File: src/sha1_pkg.sv
// Shared types, constants and helpers for the SHA-1 engine.
package sha1_pkg;

  localparam int unsigned BlockWords  = 16;
  localparam int unsigned DigestWords = 5;
  localparam int unsigned Rounds      = 80;

  localparam logic [31:0] H_INIT [DigestWords] = '{
    32'h67452301, 32'hefcdab89, 32'h98badcfe, 32'h10325476, 32'hc3d2e1f0
  };

  localparam logic [31:0] K0 = 32'h5a827999;
  localparam logic [31:0] K1 = 32'h6ed9eba1;
  localparam logic [31:0] K2 = 32'h8f1bbcdc;
  localparam logic [31:0] K3 = 32'hca62c1d6;

  localparam logic [7:0] PAD_BYTE = 8'h80;

  typedef enum logic [2:0] {
    ST_IDLE,
    ST_BYTES,
    ST_PAD,
    ST_LEN,
    ST_COMP,
    ST_ADD,
    ST_OUT
  } state_e;

  // Where to go once a compression has been folded into the chain
  typedef enum logic [1:0] {
    PH_BYTES,
    PH_PAD,
    PH_LEN
  } phase_e;

  typedef struct packed {
    logic [31:0] a;
    logic [31:0] b;
    logic [31:0] c;
    logic [31:0] d;
    logic [31:0] e;
  } work_t;

  function automatic logic [31:0] rotl5(input logic [31:0] x);
    rotl5 = {x[26:0], x[31:27]};
  endfunction

  function automatic logic [31:0] rotl30(input logic [31:0] x);
    rotl30 = {x[1:0], x[31:2]};
  endfunction

  function automatic logic [31:0] rotl1(input logic [31:0] x);
    rotl1 = {x[30:0], x[31]};
  endfunction

endpackage

File: src/sha1_round.sv
// One SHA-1 round: the shared unit stepped eighty times per block.
module sha1_round
  import sha1_pkg::*;
(
  input  work_t       cur_i,
  input  logic [31:0] w_i,
  input  logic [6:0]  round_i,
  output work_t       nxt_o
);

  logic [31:0] f;
  logic [31:0] k;

  always_comb begin
    if (round_i < 7'd20) begin
      f = (cur_i.b & cur_i.c) | (~cur_i.b & cur_i.d);
      k = K0;
    end else if (round_i < 7'd40) begin
      f = cur_i.b ^ cur_i.c ^ cur_i.d;
      k = K1;
    end else if (round_i < 7'd60) begin
      f = (cur_i.b & cur_i.c) | (cur_i.b & cur_i.d) | (cur_i.c & cur_i.d);
      k = K2;
    end else begin
      f = cur_i.b ^ cur_i.c ^ cur_i.d;
      k = K3;
    end
  end

  always_comb begin
    nxt_o.a = rotl5(cur_i.a) + f + cur_i.e + w_i + k;
    nxt_o.b = cur_i.a;
    nxt_o.c = rotl30(cur_i.b);
    nxt_o.d = cur_i.c;
    nxt_o.e = cur_i.d;
  end

endmodule

File: src/sha1_hash_engine_core.sv
// SHA-1 engine: byte packing, padding sequencer, round loop and digest output.
//
// One input beat carries a big-endian word with a count of valid leading bytes
// and an end-of-message flag in tlast. The engine is busy while it works and
// drops s_axis_tready_o. Bytes are packed into the 16-word block buffer one per
// cycle, pausing while a full block is compressed. Each full block runs through
// a single shared round unit, one round per cycle, followed by a step that folds
// the result into the chaining words. At end of message the 0x80 marker and zero
// bytes are placed one per cycle up to byte 56, pausing for a compression when a
// second block is needed; then the length words are written, the final block is
// compressed, and the five digest words leave as five output beats, index 0
// first, tlast on the fifth. No clearing is needed after reset; the engine
// restarts from the initial values after each digest.
module sha1_hash_engine_core
  import sha1_pkg::*;
(
  input  logic        clk_i,
  input  logic        rst_ni,
  input  logic        s_axis_tvalid_i,
  output logic        s_axis_tready_o,
  input  logic [39:0] s_axis_tdata_i,  // [31:0] data_word, [34:32] valid_bytes
  input  logic        s_axis_tlast_i,  // end_of_message
  output logic        m_axis_tvalid_o,
  input  logic        m_axis_tready_i,
  output logic [39:0] m_axis_tdata_o,  // [31:0] digest_word, [34:32] digest_index
  output logic        m_axis_tlast_o   // last
);

  state_e      st_q, st_d;
  phase_e      ph_q, ph_d;
  logic [31:0] data_q;
  logic [2:0]  cnt_q;
  logic [2:0]  bidx_q;
  logic        eom_q;
  logic        pad_first_q;
  logic [5:0]  pos_q;
  logic [63:0] len_q;
  logic [6:0]  round_q;
  logic [2:0]  oidx_q;
  logic [31:0] chain_q [DigestWords];
  work_t       work_q;
  work_t       work_nxt;
  logic [31:0] buf_q [BlockWords];
  logic [31:0] w_new;

  logic        accept;
  logic        put_en;
  logic [7:0]  put_byte;
  logic        bytes_step;
  logic        load_work;
  logic        round_en;
  logic        add_en;
  logic        len_wr;
  logic        out_inc;
  logic        restart;
  logic [7:0]  data_byte;
  logic [2:0]  cnt_in;

  assign accept = s_axis_tvalid_i & s_axis_tready_o;
  assign cnt_in = (s_axis_tdata_i[34:32] > 3'd4) ? 3'd4 : s_axis_tdata_i[34:32];

  always_comb begin
    case (bidx_q[1:0])
      2'd0:    data_byte = data_q[31:24];
      2'd1:    data_byte = data_q[23:16];
      2'd2:    data_byte = data_q[15:8];
      default: data_byte = data_q[7:0];
    endcase
  end

  always_ff @(posedge clk_i or negedge rst_ni) begin
    if (!rst_ni) begin
      st_q <= ST_IDLE;
      ph_q <= PH_BYTES;
    end else begin
      st_q <= st_d;
      ph_q <= ph_d;
    end
  end

  always_comb begin
    st_d            = st_q;
    ph_d            = ph_q;
    s_axis_tready_o = 1'b0;
    m_axis_tvalid_o = 1'b0;
    put_en          = 1'b0;
    put_byte        = data_byte;
    bytes_step      = 1'b0;
    load_work       = 1'b0;
    round_en        = 1'b0;
    add_en          = 1'b0;
    len_wr          = 1'b0;
    out_inc         = 1'b0;
    restart         = 1'b0;
    unique case (st_q)
      ST_IDLE: begin
        s_axis_tready_o = 1'b1;
        if (s_axis_tvalid_i) st_d = ST_BYTES;
      end
      ST_BYTES: begin
        if (bidx_q != cnt_q) begin
          put_en     = 1'b1;
          bytes_step = 1'b1;
          if (pos_q == 6'd63) begin
            load_work = 1'b1;
            ph_d      = PH_BYTES;
            st_d      = ST_COMP;
          end
        end else if (eom_q) begin
          st_d = ST_PAD;
        end else begin
          st_d = ST_IDLE;
        end
      end
      ST_PAD: begin
        if (!pad_first_q && pos_q == 6'd56) begin
          st_d = ST_LEN;
        end else begin
          put_en   = 1'b1;
          put_byte = pad_first_q ? PAD_BYTE : 8'h00;
          if (pos_q == 6'd63) begin
            load_work = 1'b1;
            ph_d      = PH_PAD;
            st_d      = ST_COMP;
          end
        end
      end
      ST_LEN: begin
        len_wr    = 1'b1;
        load_work = 1'b1;
        ph_d      = PH_LEN;
        st_d      = ST_COMP;
      end
      ST_COMP: begin
        round_en = 1'b1;
        if (round_q == 7'(Rounds - 1)) st_d = ST_ADD;
      end
      ST_ADD: begin
        add_en = 1'b1;
        unique case (ph_q)
          PH_BYTES: st_d = ST_BYTES;
          PH_PAD:   st_d = ST_PAD;
          PH_LEN:   st_d = ST_OUT;
          default:  st_d = ST_IDLE;
        endcase
      end
      ST_OUT: begin
        m_axis_tvalid_o = 1'b1;
        if (m_axis_tready_i) begin
          if (oidx_q == 3'(DigestWords - 1)) begin
            restart = 1'b1;
            st_d    = ST_IDLE;
          end else begin
            out_inc = 1'b1;
          end
        end
      end
      default: st_d = ST_IDLE;
    endcase
  end

  // Latch the incoming beat
  always_ff @(posedge clk_i) begin
    if (accept) begin
      data_q <= s_axis_tdata_i[31:0];
      cnt_q  <= cnt_in;
      eom_q  <= s_axis_tlast_i;
    end
  end

  always_ff @(posedge clk_i or negedge rst_ni) begin
    if (!rst_ni) begin
      bidx_q      <= '0;
      pad_first_q <= 1'b0;
      pos_q       <= '0;
      len_q       <= '0;
      round_q     <= '0;
      oidx_q      <= '0;
    end else begin
      if (accept) begin
        bidx_q      <= '0;
        pad_first_q <= 1'b1;
      end else if (bytes_step) begin
        bidx_q <= bidx_q + 3'd1;
      end
      if (put_en && st_q == ST_PAD) pad_first_q <= 1'b0;
      if (restart || len_wr) begin
        pos_q <= '0;
      end else if (put_en) begin
        pos_q <= pos_q + 6'd1;
      end
      if (restart) begin
        len_q <= '0;
      end else if (bytes_step) begin
        len_q <= len_q + 64'd8;
      end
      if (load_work) begin
        round_q <= '0;
      end else if (round_en) begin
        round_q <= round_q + 7'd1;
      end
      if (restart) begin
        oidx_q <= '0;
      end else if (out_inc) begin
        oidx_q <= oidx_q + 3'd1;
      end
    end
  end

  assign w_new = rotl1(buf_q[13] ^ buf_q[8] ^ buf_q[2] ^ buf_q[0]);

  // Block buffer: byte writes while filling, length words at the end, shift one word per round
  always_ff @(posedge clk_i) begin
    if (round_en) begin
      for (int i = 0; i < BlockWords - 1; i++) buf_q[i] <= buf_q[i + 1];
      buf_q[BlockWords - 1] <= w_new;
    end else if (len_wr) begin
      buf_q[14] <= len_q[63:32];
      buf_q[15] <= len_q[31:0];
    end else if (put_en) begin
      unique case (pos_q[1:0])
        2'd0: buf_q[pos_q[5:2]] <= {put_byte, 24'h000000};
        2'd1: buf_q[pos_q[5:2]] <= buf_q[pos_q[5:2]] | {8'h00, put_byte, 16'h0000};
        2'd2: buf_q[pos_q[5:2]] <= buf_q[pos_q[5:2]] | {16'h0000, put_byte, 8'h00};
        default: buf_q[pos_q[5:2]] <= buf_q[pos_q[5:2]] | {24'h000000, put_byte};
      endcase
    end
  end

  sha1_round u_round (
    .cur_i   (work_q),
    .w_i     (buf_q[0]),
    .round_i (round_q),
    .nxt_o   (work_nxt)
  );

  always_ff @(posedge clk_i or negedge rst_ni) begin
    if (!rst_ni) begin
      work_q <= '0;
      for (int i = 0; i < DigestWords; i++) chain_q[i] <= H_INIT[i];
    end else if (restart) begin
      work_q <= '0;
      for (int i = 0; i < DigestWords; i++) chain_q[i] <= H_INIT[i];
    end else if (load_work) begin
      work_q <= '{a: chain_q[0], b: chain_q[1], c: chain_q[2],
                  d: chain_q[3], e: chain_q[4]};
    end else if (round_en) begin
      work_q <= work_nxt;
    end else if (add_en) begin
      chain_q[0] <= chain_q[0] + work_q.a;
      chain_q[1] <= chain_q[1] + work_q.b;
      chain_q[2] <= chain_q[2] + work_q.c;
      chain_q[3] <= chain_q[3] + work_q.d;
      chain_q[4] <= chain_q[4] + work_q.e;
    end
  end

  assign m_axis_tdata_o = {5'b00000, oidx_q, chain_q[oidx_q]};
  assign m_axis_tlast_o = (oidx_q == 3'(DigestWords - 1));

endmodule

File: config.mk
export PLATFORM = sky130hd
export DESIGN_NAME = sha1_hash_engine_core
export DESIGN_NICKNAME = d
export VERILOG_FILES = /design/src/sha1_pkg.sv /design/src/sha1_round.sv /design/src/sha1_hash_engine_core.sv
export SDC_FILE = /design/constraint.sdc
export NUM_CORES = 2
export LEC_CHECK = 0
export BUFFER_PORTS_ARGS = -buffer_cell sky130_fd_sc_hd__buf_2
export CAP_MARGIN = 5
export CORE_ASPECT_RATIO = 2
export CORE_MARGIN = 5
export CORE_UTILIZATION = 38
export CTS_BUF_LIST = sky130_fd_sc_hd__clkbuf_2 sky130_fd_sc_hd__clkbuf_4 sky130_fd_sc_hd__clkbuf_8
export DETAILED_ROUTE_END_ITERATION = 16
export PLACE_DENSITY = 0.59
export SYNTH_ARGS = -nofsm -noshare
export SYNTH_HDL_FRONTEND = slang
export SYNTH_SLANG_ARGS = --single-unit
File: constraint.sdc
create_clock -name clk_i -period 7.6 [get_ports clk_i]
set_input_delay 0.38 -clock clk_i [delete_from_list [all_inputs] [get_ports clk_i]]
set_output_delay 0.38 -clock clk_i [all_outputs]
set_load 0.01 [all_outputs]
==> impl_metrics.csv <==
group,metric,value,unit
setup_path,crit_slowest_cell,"a221oi_1",
synthesis,syn_area,60050,um^2
floorplan,pin_count,88,
clock_network,postCtsSetupBuffers,0,
final_layout,area_growth,9.987,%
placement,gp_congestion,0.9660,
timing,setup_tns,0,ns
setup_path,cp_slowest_stage_delay,0.74,ns
global_routing,antenna_found_initial,1,
synthesis,synth_cell_types,90,
floorplan,die_y,572.2,um
floorplan,coreArea,157200,um^2
placement,pre_cts_ws,1.827,ns
synthesis,avgSynthCellArea,10.04,um^2
synthesis,ys_seq_area_share,44.49,%
clock_network,cts.repair.resized,0,
synthesis,yosys_most_used_dff,"edfxtp_1",
clock_network,clk_path_buf_depth,4,
placement,io_buffer_count,77,
worst_hold_path,hp-class,"in2async",
synthesis,synth-seq-cells,954,
clock_network,clock-sinks,954,
detailed_routing,drtAntennaViolNets,0,
timing,worst_pin_slew,1.246,ns
setup_path,r2r_slack,1.77,ns
run_status,status,"finished, final reports clean",
final_layout,layout_commonest_cell,"nor2_1",
detailed_routing,avgRoutedWirePerCell,26.08,um
global_routing,grt_max_degree,194,
setup_path,timing.rr.end,"work_q[159]$_DFFE_PN0P_",
setup_path,worstSetupStartpointType,"register",
detailed_routing,drt_pass1_iterations,6,
timing,relSlewSlack,16.92,%
synthesis,ys_warn_count,0,
setup_path,end_kind,"register",
final_layout,nets,6359,
timing,worst_slack,1.766,ns
timing,final_hold_viol_count,0,
floorplan,initial_utilization,38.19,%
final_layout,multi_input_area,30750,um^2
detailed_routing,route.vias.total,47510,
placement,dpl-instance-area,62610,um^2
floorplan,die_area,166600,um^2
timing,fin_crit_sh,76.76,%
detailed_routing,vias_per_cell,5.826,
placement,dp.cells,7855,
synthesis,synth_edf_count,548,
timing,setup_viol,0,
setup_path,critPathBufInv,4,
global_routing,grt_pass1_vias,48940,
detailed_routing,drc,0,
timing,slew_violations,0,
clock_network,clk_pin_slew_worst_paths,0.07,ns
setup_path,critPathKind,"reg2reg",
placement,dp_hpwl,149600,um
final_layout,fill_cells,15220,
floorplan,row_count,206,
timing,fmax,0.1714,GHz
final_layout,seq_area,26730,um^2
timing,rsz0062_at_grt,"no",
setup_path,rr_startpoint,"round_q[4]$_DFFE_PN0P_",
clock_network,clk_latency,0.89,ns
clock_network,cts_tree,"built",
final_layout,final_cell_count_no_fill,8154,
timing,finClkSkew,0.06862,ns
clock_network,h-tree-depth,4,
setup_path,critPathTopFamily,"compound AO/OA/AOI/OAI gates",
synthesis,async_flop_share,42.56,%
clock_network,cts_made_buffers,151,
floorplan,die_w,291.1,um
clock_network,root_buffer,"clkbuf_8",
setup_path,cp_cell_sequence,"a41oi_1 -> buf_4 -> nand2_1 -> buf_4 -> inv_2 -> a221oi_1 -> fa_1 -> inv_1 -> ha_1 -> nor2b_1 -> o21ai_1 -> a21boi_1 -> o311a_1 -> or4_1 -> nand2_1 -> o211ai_1 -> a31oi_1 -> xnor2_1 -> o221ai_1",
flow_run,cap_violations,0,
final_layout,fin_area,66050,um^2
global_routing,grt-ovfl-total,0,
setup_path,ff2ff_path_depth,19,
global_routing,grt_pass1_wl,311200,um
timing,period_minus_slack,5.834,ns
detailed_routing,first_iter_violations,3673,
setup_path,crit_path_max_fanout,17,
detailed_routing,drt_wl_total,212600,um
final_layout,layout_common_cells,"746 x nor2_1, 611 x a21oi_1, 548 x edfxtp_1",
setup_path,required,8.28,ns
setup_path,cp_data_arrival_time,6.52,ns
global_routing,grt_usage,24.76,%
clock_network,cts_hold_buf,38,
synthesis,syn_inst,5978,
final_layout,layout-drive-gt1-share,13.62,%
[cells by family (layout without fill, tap and decap cells)]
family | after synthesis | count (layout) | share of synthesized area (%)
multiplexers | 302 | 302 | 9.151
AO/OA/AOI/OAI | 1506 | 1506 | 14.69
buffers and inverters | 706 | 796 | 4.738
AND/OR/NAND/NOR | 1831 | 1831 | 13.40
other | 1 | 7 | 0.006245
flip-flops | 954 | 954 | 44.49
XOR/XNOR | 330 | 330 | 4.813
adder cells (fa/ha/maj) | 348 | 348 | 8.714
[worst max path at each step]
stage / cells past startpoint / from / slack, ns / endpoint
global placement: 18 / round_q[5]$_DFFE_PN0P_ / 1.83 / work_q[159]$_DFFE_PN0P_
global route: 18 / round_q[4]$_DFFE_PN0P_ / 1.51 / work_q[154]$_DFFE_PN0P_
CTS: 19 / round_q[4]$_DFFE_PN0P_ / 1.82 / work_q[159]$_DFFE_PN0P_
detailed placement: 19 / round_q[5]$_DFFE_PN0P_ / 1.83 / work_q[159]$_DFFE_PN0P_
finish: 19 / round_q[4]$_DFFE_PN0P_ / 1.77 / work_q[159]$_DFFE_PN0P_
floorplan: 20 / round_q[5]$_DFFE_PN0P_ / 2.41 / work_q[155]$_DFFE_PN0P_
[cell usage after synthesis (all sizes together), types with 12 or more instances]
master	instances	area, um^2
a211oi	48	360.4
a21oi	612	3067
dfstp	80	2102
dfrtp	326	8158
mux2	56	630.6
and3	48	300.3
mux2i	54	540.5
o21ai	367	1837
mux4	192	4324
nor2	758	2870
a21boi	12	90.08
nor3	70	410.4
buf	134	698.2
nand3	240	1201
a31oi	166	1039
a21o	106	795.8
nand2b	31	193.9
or3	23	143.9
o21bai	24	180.2
edfxtp	548	16460
xor2	125	1095
o31ai	15	112.6
o22ai	19	118.9
nand2	516	1939
inv	323	1212
xnor2	205	1795
and2	39	244.0
clkbuf	249	934.7
a221oi	25	225.2
o21a	20	150.1
nand4	28	175.2
nor2b	30	187.7
ha	231	2890
o211ai	14	105.1
fa	117	2342
[sequential cells by signal (all words and copies together) (netlist names)]
signal	cells
bidx_q	3
pos_q	6
eom_q	1
st_q	3
round_q	7
buf_q	512
chain_q	160
cnt_q	3
oidx_q	3
work_q	160
len_q	61
ph_q	2
data_q	32
pad_first_q	1
[metal layers]
metal	vias up	GRT usage (%)	wire, um
met5	-	0	0
met2	1780	46.28	112000
li1	21400	-	-
met3	793	2.985	9750
met4	0	21.64	23030
met1	23530	23.71	67890
[final cells by class]
type / instances / share of cell area, %
multi-input cells: 4322 / 46.57
flip-flops and latches: 954 / 40.47
clock buffers: 225 / 4.187
well taps: 2080 / 3.940
repair buffers: 214 / 2.565
inverters: 323 / 1.836
clock inverters: 34 / 0.4281
diodes: 2 / 0.007578
[through the flow]
stage | util, % | hold WS [ns]
after global routing | 42.01 | 0.1387
final | 42.01 | 0.1003
after detailed placement | 39.82 | 0.4090
after CTS | 42.00 | 0.09038
after global placement | 39.82 | 0.4141
after floorplan | - | 0.08441
[worst reg2reg max path, cell delays in order, from the launching register on]
cell and delay [ns]:
dfrtp_1 0.46, a41oi_1 0.14, buf_4 0.20, nand2_1 0.08, buf_4 0.32, inv_2 0.19
a221oi_1 0.74, fa_1 0.54, inv_1 0.07, ha_1 0.26, nor2b_1 0.14, o21ai_1 0.17
a21boi_1 0.15, o311a_1 0.35, or4_1 0.70, nand2_1 0.21, o211ai_1 0.13, a31oi_1 0.50
xnor2_1 0.18, o221ai_1 0.13
Power is not shown: default switching activity piles up to over one toggle a cycle in this logic, so the estimate is an artifact.
